$ cat src/rtl/nlc_pkg.sv
// Types, codes and helpers shared by the numeric literal converter modules.
package nlc_pkg;

    localparam int VALUE_W = 32;
    localparam int USED_W  = 6;
    localparam int CHAR_W  = 8;
    localparam int FRAC_W  = 16;
    localparam int CNT_W   = 6;
    localparam int CFG_IDX_W = 1;

    // index of the top dividend bit of (fraction << 16); one dividend bit per division step
    localparam logic [CNT_W-1:0] DIV_LAST_BIT = CNT_W'(VALUE_W + FRAC_W - 1);

    // configuration register indexes
    localparam logic [CFG_IDX_W-1:0] REG_BIN_ZERO = 1'b0;
    localparam logic [CFG_IDX_W-1:0] REG_BIN_ONE  = 1'b1;

    localparam logic [CHAR_W-1:0] BIN_ZERO_RESET = 8'h30;
    localparam logic [CHAR_W-1:0] BIN_ONE_RESET  = 8'h31;

    // character codes
    localparam logic [CHAR_W-1:0] CH_NUL     = 8'h00;
    localparam logic [CHAR_W-1:0] CH_DOLLAR  = 8'h24;
    localparam logic [CHAR_W-1:0] CH_PERCENT = 8'h25;
    localparam logic [CHAR_W-1:0] CH_DOT     = 8'h2E;
    localparam logic [CHAR_W-1:0] CH_0       = 8'h30;
    localparam logic [CHAR_W-1:0] CH_9       = 8'h39;
    localparam logic [CHAR_W-1:0] CH_UA      = 8'h41;
    localparam logic [CHAR_W-1:0] CH_UF      = 8'h46;
    localparam logic [CHAR_W-1:0] CH_LA      = 8'h61;
    localparam logic [CHAR_W-1:0] CH_LF      = 8'h66;

    typedef enum logic [1:0] {
        MODE_IDLE = 2'd0,
        MODE_HEX  = 2'd1,
        MODE_BIN  = 2'd2,
        MODE_DEC  = 2'd3
    } mode_t;

    typedef enum logic [1:0] {
        ST_RUN   = 2'd0,
        ST_SETUP = 2'd1,
        ST_DIV   = 2'd2,
        ST_LOAD  = 2'd3
    } ctrl_state_t;

    typedef struct packed {
        logic accept;
        logic div_init;
        logic div_step;
        logic out_load;
    } nlc_cmd_t;

    typedef struct packed {
        logic need_div;
        logic div_done;
        logic out_free;
    } nlc_sts_t;

    // hex digit value, invalid digits give zero
    function automatic logic [3:0] hex_value(input logic [CHAR_W-1:0] c);
        logic [CHAR_W-1:0] d;
        d = '0;
        if (c >= CH_LA && c <= CH_LF) d = c - CH_LA + 8'd10;
        else if (c >= CH_UA && c <= CH_UF) d = c - CH_UA + 8'd10;
        else if (c >= CH_0 && c <= CH_9) d = c - CH_0;
        return d[3:0];
    endfunction

    // x * 10 modulo 2^32
    function automatic logic [VALUE_W-1:0] times_ten(input logic [VALUE_W-1:0] x);
        return {x[VALUE_W-4:0], 3'b000} + {x[VALUE_W-2:0], 1'b0};
    endfunction

endpackage

$ cat src/rtl/nlc_ctrl.sv
// Controller: sequences character intake, fraction division and result load.
module nlc_ctrl
(
    input  logic              clk,
    input  logic              rst_n,
    input  logic              in_valid,
    input  logic              in_last,
    output logic              in_ready,
    input  nlc_pkg::nlc_sts_t sts,
    output nlc_pkg::nlc_cmd_t cmd
);
    import nlc_pkg::*;

    ctrl_state_t state_reg;
    ctrl_state_t state_next;

    always_ff @(posedge clk or negedge rst_n)
    begin
        if (!rst_n)
        begin
            state_reg <= ST_RUN;
        end
        else
        begin
            state_reg <= state_next;
        end
    end

    always_comb
    begin
        state_next = state_reg;
        cmd        = '0;
        in_ready   = 1'b0;
        unique case (state_reg)
            ST_RUN:
            begin
                in_ready   = 1'b1;
                cmd.accept = in_valid;
                if (in_valid && in_last) state_next = ST_SETUP;
            end
            ST_SETUP:
            begin
                cmd.div_init = 1'b1;
                state_next   = sts.need_div ? ST_DIV : ST_LOAD;
            end
            ST_DIV:
            begin
                cmd.div_step = 1'b1;
                if (sts.div_done) state_next = ST_LOAD;
            end
            ST_LOAD:
            begin
                if (sts.out_free)
                begin
                    cmd.out_load = 1'b1;
                    state_next   = ST_RUN;
                end
            end
            default:
            begin
                state_next = ST_RUN;
            end
        endcase
    end

endmodule

$ cat src/rtl/nlc_datapath.sv
// Datapath: token accumulators, bit-serial fraction divider, output register.
module nlc_datapath
#(
    parameter int MAX_TOKEN_CHARS = 32
)
(
    input  logic                                 clk,
    input  logic                                 rst_n,
    input  nlc_pkg::nlc_cmd_t                    cmd,
    output nlc_pkg::nlc_sts_t                    sts,
    input  logic [nlc_pkg::CHAR_W-1:0]           char_code,
    input  logic                                 cfg_write,
    input  logic [nlc_pkg::CFG_IDX_W-1:0]        cfg_index,
    input  logic [nlc_pkg::CHAR_W-1:0]           cfg_data,
    input  logic                                 out_ready,
    output logic                                 out_valid,
    output logic [nlc_pkg::VALUE_W-1:0]          number_value,
    output logic [nlc_pkg::USED_W-1:0]           chars_used,
    output logic                                 is_fixed_point
);
    import nlc_pkg::*;

    localparam logic [USED_W-1:0] MAX_USED = USED_W'(MAX_TOKEN_CHARS);

    logic [CHAR_W-1:0]  bin_zero_reg, bin_one_reg;
    mode_t              mode_reg, mode_next;
    logic [VALUE_W-1:0] acc_reg, acc_next;
    logic [VALUE_W-1:0] frac_reg, frac_next;
    logic [VALUE_W-1:0] fdiv_reg, fdiv_next;
    logic               frac_ph_reg, frac_ph_next;
    logic               stop_reg, stop_next;
    logic [USED_W-1:0]  used_reg, used_next;

    logic [VALUE_W-1:0] rem_reg, quo_reg;
    logic [CNT_W-1:0]   cnt_reg;

    logic               out_valid_reg;
    logic [VALUE_W-1:0] out_value_reg;
    logic [USED_W-1:0]  out_used_reg;
    logic               out_fixed_reg;

    logic               do_dec, do_radix, is_digit, radix_stop, bin_bit, div_bit;
    logic [CHAR_W-1:0]  dec_digit;
    logic [CNT_W-1:0]   bit_idx;
    logic [VALUE_W+1:0] trial;
    logic               fixed_now;
    logic [VALUE_W-1:0] result_now;

    // configuration
    always_ff @(posedge clk or negedge rst_n)
    begin
        if (!rst_n)
        begin
            bin_zero_reg <= BIN_ZERO_RESET;
            bin_one_reg  <= BIN_ONE_RESET;
        end
        else if (cfg_write)
        begin
            unique case (cfg_index)
                REG_BIN_ZERO: bin_zero_reg <= cfg_data;
                REG_BIN_ONE:  bin_one_reg  <= cfg_data;
                default:      ;
            endcase
        end
    end

    // character intake
    always_comb
    begin
        mode_next    = mode_reg;
        acc_next     = acc_reg;
        frac_next    = frac_reg;
        fdiv_next    = fdiv_reg;
        frac_ph_next = frac_ph_reg;
        stop_next    = stop_reg;
        used_next    = used_reg;
        do_dec       = 1'b0;
        do_radix     = 1'b0;
        is_digit     = (char_code >= CH_0) && (char_code <= CH_9);
        dec_digit    = char_code - CH_0;
        radix_stop   = stop_reg || (char_code == CH_NUL);
        // zero char wins over one char
        bin_bit      = (char_code != bin_zero_reg) && (char_code == bin_one_reg);

        if (cmd.out_load)
        begin
            mode_next    = MODE_IDLE;
            acc_next     = '0;
            frac_next    = '0;
            fdiv_next    = VALUE_W'(1);
            frac_ph_next = 1'b0;
            stop_next    = 1'b0;
            used_next    = '0;
        end
        else if (cmd.accept && (used_reg < MAX_USED))
        begin
            case (mode_reg)
                MODE_IDLE:
                begin
                    if (char_code == CH_DOLLAR)
                    begin
                        mode_next = MODE_HEX;
                        used_next = USED_W'(1);
                    end
                    else if (char_code == CH_PERCENT)
                    begin
                        mode_next = MODE_BIN;
                        used_next = USED_W'(1);
                    end
                    else
                    begin
                        mode_next = MODE_DEC;
                        do_dec    = 1'b1;
                    end
                end
                MODE_DEC: do_dec   = 1'b1;
                default:  do_radix = 1'b1;
            endcase

            if (do_dec && !stop_reg)
            begin
                if (is_digit)
                begin
                    if (frac_ph_reg)
                    begin
                        frac_next = times_ten(frac_reg) + VALUE_W'(dec_digit[3:0]);
                        fdiv_next = times_ten(fdiv_reg);
                    end
                    else
                    begin
                        acc_next = times_ten(acc_reg) + VALUE_W'(dec_digit[3:0]);
                    end
                    used_next = used_reg + USED_W'(1);
                end
                else if (char_code == CH_DOT && !frac_ph_reg)
                begin
                    frac_ph_next = 1'b1;
                    used_next    = used_reg + USED_W'(1);
                end
                else
                begin
                    stop_next = 1'b1;
                end
            end

            if (do_radix)
            begin
                stop_next = radix_stop;
                if (!radix_stop)
                begin
                    if (mode_reg == MODE_HEX)
                        acc_next = {acc_reg[VALUE_W-5:0], hex_value(char_code)};
                    else
                        acc_next = {acc_reg[VALUE_W-2:0], bin_bit};
                end
                used_next = used_reg + USED_W'(1);
            end
        end
    end

    always_ff @(posedge clk or negedge rst_n)
    begin
        if (!rst_n)
        begin
            mode_reg    <= MODE_IDLE;
            acc_reg     <= '0;
            frac_reg    <= '0;
            fdiv_reg    <= VALUE_W'(1);
            frac_ph_reg <= 1'b0;
            stop_reg    <= 1'b0;
            used_reg    <= '0;
        end
        else
        begin
            mode_reg    <= mode_next;
            acc_reg     <= acc_next;
            frac_reg    <= frac_next;
            fdiv_reg    <= fdiv_next;
            frac_ph_reg <= frac_ph_next;
            stop_reg    <= stop_next;
            used_reg    <= used_next;
        end
    end

    // restoring divider over (frac << 16), MSB first, one bit per cycle
    always_comb
    begin
        bit_idx = cnt_reg - CNT_W'(FRAC_W);
        div_bit = (cnt_reg >= CNT_W'(FRAC_W)) ? frac_reg[bit_idx[4:0]] : 1'b0;
        trial   = {1'b0, rem_reg, div_bit} - {2'b00, fdiv_reg};
    end

    always_ff @(posedge clk)
    begin
        if (cmd.div_init)
        begin
            rem_reg <= '0;
            quo_reg <= '0;
            cnt_reg <= DIV_LAST_BIT;
        end
        else if (cmd.div_step)
        begin
            // quotient keeps its low 32 bits only
            if (!trial[VALUE_W+1])
            begin
                rem_reg <= trial[VALUE_W-1:0];
                quo_reg <= {quo_reg[VALUE_W-2:0], 1'b1};
            end
            else
            begin
                rem_reg <= {rem_reg[VALUE_W-2:0], div_bit};
                quo_reg <= {quo_reg[VALUE_W-2:0], 1'b0};
            end
            cnt_reg <= cnt_reg - CNT_W'(1);
        end
    end

    // result assembly
    always_comb
    begin
        fixed_now  = (mode_reg == MODE_DEC) && frac_ph_reg;
        result_now = acc_reg;
        if (fixed_now)
            result_now = {acc_reg[FRAC_W-1:0], {FRAC_W{1'b0}}}
                       + (sts.need_div ? quo_reg : '0);
    end

    always_ff @(posedge clk or negedge rst_n)
    begin
        if (!rst_n)
        begin
            out_valid_reg <= 1'b0;
        end
        else if (cmd.out_load)
        begin
            out_valid_reg <= 1'b1;
        end
        else if (out_ready)
        begin
            out_valid_reg <= 1'b0;
        end
    end

    always_ff @(posedge clk)
    begin
        if (cmd.out_load)
        begin
            out_value_reg <= result_now;
            out_used_reg  <= used_reg;
            out_fixed_reg <= fixed_now;
        end
    end

    assign sts.need_div = (mode_reg == MODE_DEC) && frac_ph_reg && (fdiv_reg != '0);
    assign sts.div_done = (cnt_reg == '0);
    assign sts.out_free = !out_valid_reg || out_ready;

    assign out_valid      = out_valid_reg;
    assign number_value   = out_value_reg;
    assign chars_used     = out_used_reg;
    assign is_fixed_point = out_fixed_reg;

endmodule

$ cat src/rtl/numeric_literal_converter.sv
// Top level of the numeric literal converter: '$' hex, '%' binary, decimal with 16.16 fraction.
//
//  channel  | direction | handshake               | payload
//  ---------+-----------+-------------------------+---------------------------------------
//  s_axis   | in        | s_axis_tvalid/tready    | tdata char_code, tlast last_char
//  m_axis   | out       | m_axis_tvalid/tready    | tdata number_value, chars_used; tuser fixed
//  cfg      | in        | cfg_valid/cfg_ready     | cfg_index register, cfg_data value
//
//  Non-final character requests stream back to back.
//  After the final character: a setup step, then the bit-serial divider (one quotient bit per
//  cycle) when a decimal token has a '.' and a nonzero scale, then a load step that waits
//  until the output register is free.
//  Input is stalled from the final character until the result enters the output register;
//  a result may wait there for m_axis_tready while the next token streams in.
//  Reset (rst_n low, asynchronous) clears the token state and restores the binary digit
//  characters to '0' and '1'. Configuration writes are always taken.
module numeric_literal_converter
#(
    parameter int MAX_TOKEN_CHARS = 32
)
(
    input  logic        clk,
    input  logic        rst_n,
    input  logic        s_axis_tvalid,
    output logic        s_axis_tready,
    input  logic [7:0]  s_axis_tdata,   // [7:0] char_code
    input  logic        s_axis_tlast,   // last_char
    output logic        m_axis_tvalid,
    input  logic        m_axis_tready,
    output logic [39:0] m_axis_tdata,   // [31:0] number_value, [37:32] chars_used, [39:38] 0
    output logic        m_axis_tuser,   // [0] is_fixed_point
    input  logic        cfg_valid,
    output logic        cfg_ready,
    input  logic [0:0]  cfg_index,
    input  logic [7:0]  cfg_data
);
    import nlc_pkg::*;

    nlc_cmd_t           cmd;
    nlc_sts_t           sts;
    logic [VALUE_W-1:0] number_value;
    logic [USED_W-1:0]  chars_used;
    logic               is_fixed_point;

    // configuration registers live in the datapath; no back-pressure
    assign cfg_ready = 1'b1;

    nlc_ctrl u_ctrl
    (
        .clk      (clk),
        .rst_n    (rst_n),
        .in_valid (s_axis_tvalid),
        .in_last  (s_axis_tlast),
        .in_ready (s_axis_tready),
        .sts      (sts),
        .cmd      (cmd)
    );

    nlc_datapath #(
        .MAX_TOKEN_CHARS (MAX_TOKEN_CHARS)
    ) u_datapath
    (
        .clk            (clk),
        .rst_n          (rst_n),
        .cmd            (cmd),
        .sts            (sts),
        .char_code      (s_axis_tdata),
        .cfg_write      (cfg_valid && cfg_ready),
        .cfg_index      (cfg_index),
        .cfg_data       (cfg_data),
        .out_ready      (m_axis_tready),
        .out_valid      (m_axis_tvalid),
        .number_value   (number_value),
        .chars_used     (chars_used),
        .is_fixed_point (is_fixed_point)
    );

    assign m_axis_tdata = {2'b00, chars_used, number_value};
    assign m_axis_tuser = is_fixed_point;

`ifndef SYNTHESIS
    // divider only runs on a dotted decimal token with nonzero scale
    a_div_needs_fraction: assert property (@(posedge clk) disable iff (!rst_n)
        cmd.div_step |-> sts.need_div)
        else $error("divider stepping without a fraction to scale");

    // a result never overwrites one that has not been taken
    a_load_into_free: assert property (@(posedge clk) disable iff (!rst_n)
        cmd.out_load |-> sts.out_free)
        else $error("output register loaded while occupied");

    // the final character of a token closes intake for the finishing steps
    a_last_stalls_input: assert property (@(posedge clk) disable iff (!rst_n)
        (s_axis_tvalid && s_axis_tready && s_axis_tlast) |=> !s_axis_tready)
        else $error("input accepted while token is finishing");

    // reported count never exceeds the token length limit
    a_used_bounded: assert property (@(posedge clk) disable iff (!rst_n)
        m_axis_tvalid |-> (chars_used <= USED_W'(MAX_TOKEN_CHARS)))
        else $error("chars_used beyond token length limit");
`endif

endmodule

$ cat config.mk
export PLATFORM = sky130hd
export DESIGN_NAME = numeric_literal_converter
export DESIGN_NICKNAME = d
export VERILOG_FILES = /design/src/rtl/nlc_pkg.sv /design/src/rtl/nlc_ctrl.sv /design/src/rtl/nlc_datapath.sv /design/src/rtl/numeric_literal_converter.sv
export SDC_FILE = /design/constraint.sdc
export NUM_CORES = 1
export LEC_CHECK = 0
export BUFFER_PORTS_ARGS = -buffer_cell sky130_fd_sc_hd__buf_2
export CORE_MARGIN = 5
export CORE_UTILIZATION = 35
export CTS_CLUSTER_DIAMETER = 30
export DETAILED_ROUTE_END_ITERATION = 10
export PLACE_DENSITY = 0.55
export SYNTH_ARGS = -nofsm -noshare
export SYNTH_HDL_FRONTEND = slang
export SYNTH_HIERARCHICAL = 1
export SYNTH_SLANG_ARGS = --single-unit
export TNS_END_PERCENT = 20
$ cat constraint.sdc
create_clock -name clk -period 5.85 [get_ports clk]
set_input_delay 0.585 -clock clk [delete_from_list [all_inputs] [get_ports clk]]
set_output_delay 0.585 -clock clk [all_outputs]
set_load 0.005 [all_outputs]
==> flow_summary_export.csv <==
group,metric,value,unit
run_status,status,"completed",
grt,grt_overflow,0,
synthesis,synth_cell_types,94,
timing,timing.fmax,198,MHz
finish,drive_above_1_share,0.130,
timing,setup_tns,0,ns
clock_tree,postCtsSetupRepairBufs,0,
worst_setup_path,end_kind,"flip-flop",
floorplan,fp.coreArea,53500,µm²
grt,antenna_found_initial,0,
route,num_vias,16400,
timing,skew,0.0280,ns
floorplan,start_util,0.351,
clock_tree,numClockSinks,234,
timing,slew_headroom,0.342,
synthesis,synth_common_cells,"nand2_1, ha_1, nor2_1",
floorplan,dieArea,58400,µm²
route,drt_iter0_drc,1243,
grt,grt_pass1_vias,16300,
place,dp_cells,2841,
timing,final_max_slew_viol_count,0,
route,ant_nets,0,
clock_tree,cts_made_buffers,67,
synthesis,synth_edf_count,39,
synthesis,synth_area,18800,µm²
clock_tree,clock_path_buffers,3,
finish,stdcell_count,2965,
route,wl_per_cell,17.3,µm
clock_tree,clk_pin_slew,0.04,ns
finish,antennaDiodeCount,0,
grt,grt_pass1_wl,84600,µm
place,dpl.hpwl,36600,µm
floorplan,placementRows,85,
timing,min_period_over_period,0.863,
clock_tree,clockRootBuffer,"clkbuf_16",
floorplan,die_w,242,µm
clock_tree,h-tree-depth,3,
worst_setup_path,crit_arrival,5.52,ns
route,wl_met2,23500,µm
synthesis,async_flop_share,0.534,
route,postRouteWirelength,51400,µm
synthesis,netlist.area_leader.share,0.159,
power_and_ir_drop,powerDensity,488,nW/µm²
route,viasPerCell,5.54,
synthesis,synth_area_leaders,"dfrtp_1, ha_1, dfxtp_1",
grt,grt_max_degree,78,
floorplan,die_h,242,µm
clock_tree,hold_buffers,1,
synthesis,yosysTopAreaCell,"dfrtp_1",
power_and_ir_drop,leakagePower,9.98,nW
worst_setup_path,path_max_fanout,19,
finish,utilization,0.415,
route,dr_wl_met3,2260,µm
grt,track_usage,0.171,
route,drc_errors,0,
route,wl_met1,24300,µm
timing,finalSetupViolCount,0,
timing,fin_crit,5.05,ns
timing,hold_viol_final,0,
synthesis,ys_ff_latch,234,
clock_tree,clk_latency,0.58,ns
worst_setup_path,critPathLaunchType,"flip-flop",
place,gp_congestion,0.869,
worst_setup_path,worstPathRequired,6.32,ns
run,cap_violations,0,
finish,nets,2451,
worst_setup_path,critical_path_class,"flip-flop to flip-flop",
power_and_ir_drop,power,10.8,mW
synthesis,yosys_warnings,6,
floorplan,pin_count,67,
hold_path,min-delay-path-class,"input pin to flip-flop",
finish,areaGrowthSynthToFinish,18.2,%
synthesis,ys.flop_type,"dfrtp_1",
timing,worst_hold_slack,0.255,ns
timing,rsz0062_at_grt,"no",
synthesis,syn_inst,2167,
clock_tree,cts_tree,"built",
power_and_ir_drop,peakVddDrop,256,µV
clock_tree,cts_resized,0,
route,routed.top_layer,"met4",
route,drt_pass1_iterations,5,
synthesis,syn_avg_cell_area,8.67,µm²
synthesis,ys_seq_area_frac,0.304,
synthesis,synth.most_common_cell,"nand2_1",
timing,tightest_slew,0.987,ns
place,port_buffers,63,
==> cells in the final DEF, fill, tap and decap left out, types with 17 or more instances in the layout <==
cell | netlist | final
nand2_1 | 229 | 229
ha_1 | 206 | 203
nor2_1 | 179 | 177
a21oi_1 | 177 | 177
o21ai_0 | 158 | 158
dfrtp_1 | 119 | 119
inv_1 | 90 | 90
xnor2_1 | 74 | 74
dfxtp_1 | 70 | 70
clkbuf_16 | 0 | 67
buf_2 | 1 | 62
a21o_1 | 60 | 60
mux2i_1 | 45 | 45
nand3_1 | 44 | 44
xor2_1 | 42 | 42
nor3_1 | 39 | 39
edfxtp_1 | 39 | 39
mux2_2 | 36 | 36
a211oi_1 | 33 | 33
and3_1 | 26 | 26
a31oi_1 | 23 | 23
o21a_1 | 23 | 23
and2_1 | 22 | 22
nor2b_1 | 22 | 22
nand2b_1 | 19 | 19
nor4_1 | 17 | 17
nand4_1 | 17 | 17
a311oi_2 | 17 | 17
==> report_power, final <==
part           total [mW]  switching [mW]  internal [mW]
combinational        4.40            2.63           1.76
clock                3.97            1.11           2.85
sequential           2.48           0.421           2.06
total                10.8            4.17           6.67
==> per-layer routing <==
| layer | vias up | GRT usage |
|---|---|---|
| li1 | 8072 | - |
| met1 | 7894 | 0.230 |
| met2 | 364 | 0.279 |
| met3 | 90 | 0.0268 |
| met4 | 0 | 0.0613 |
| met5 | - | 0 |
==> critical path: stages, from the launching register on <==
cell     delay (ns)
dfxtp_1        0.71
mux4_2         0.58
mux4_2         0.50
a22oi_1        0.34
ha_1           0.31
nor2b_4        0.05
o31a_1         0.26
o31a_1         0.31
a21bo_4        0.27
a311o_2        0.41
a31oi_4        0.21
o21ai_2        0.25
buf_4          0.31
and3_1         0.19
nor4_1         0.24
==> cell families after synthesis <==
kind of cell               synth area share
adders and majority gates             0.145
AOI/OAI and AO/OA                     0.226
buffers and inverters                0.0416
DFF                                   0.304
other                              0.000400
muxes                                0.0581
xor gates and xnor gates             0.0541
and+or+nand+nor                       0.171
==> through the flow <==
stage	instance area, µm²	setup slack [ns]
2_1_floorplan	18800	1.36
3_3_place_gp	19700	0.830
3_5_place_dp	19700	0.784
4_1_cts	22200	0.752
5_1_grt	22200	0.428
6_report	22200	0.799
==> worst paths after layout <==
path / start / to / slack (ns) / cells after the start
min in group asynchronous: rst_n / u_datapath/fdiv_reg[20] / 0.58 / 2
max in group asynchronous: rst_n / u_datapath/acc_reg[24] / 3.85 / 3
worst min register to register: u_datapath/rem_reg[31] / u_datapath/rem_reg[31] / 0.48 / 2
worst min-delay path: cfg_data[2] / u_datapath/bin_zero_reg[2] / 0.25 / 2
worst max-delay path: u_datapath/cnt_reg[0] / u_datapath/rem_reg[6] / 0.80 / 14
worst max register to register: u_datapath/cnt_reg[0] / u_datapath/rem_reg[6] / 0.80 / 14
==> final cells by class <==
cell class                      instances  area [µm²]
Sequential cell                       234        5710
Multi-Input combinational cell       1741       12300
Inverter                               90         338
Fill cell                            5188       31300
Tap cell                              696         871
Clock buffer                           85        1850
Timing Repair Buffer                   81         472
Clock inverter                         38         629
No activity file was read; power rests on OpenSTA's default activity.
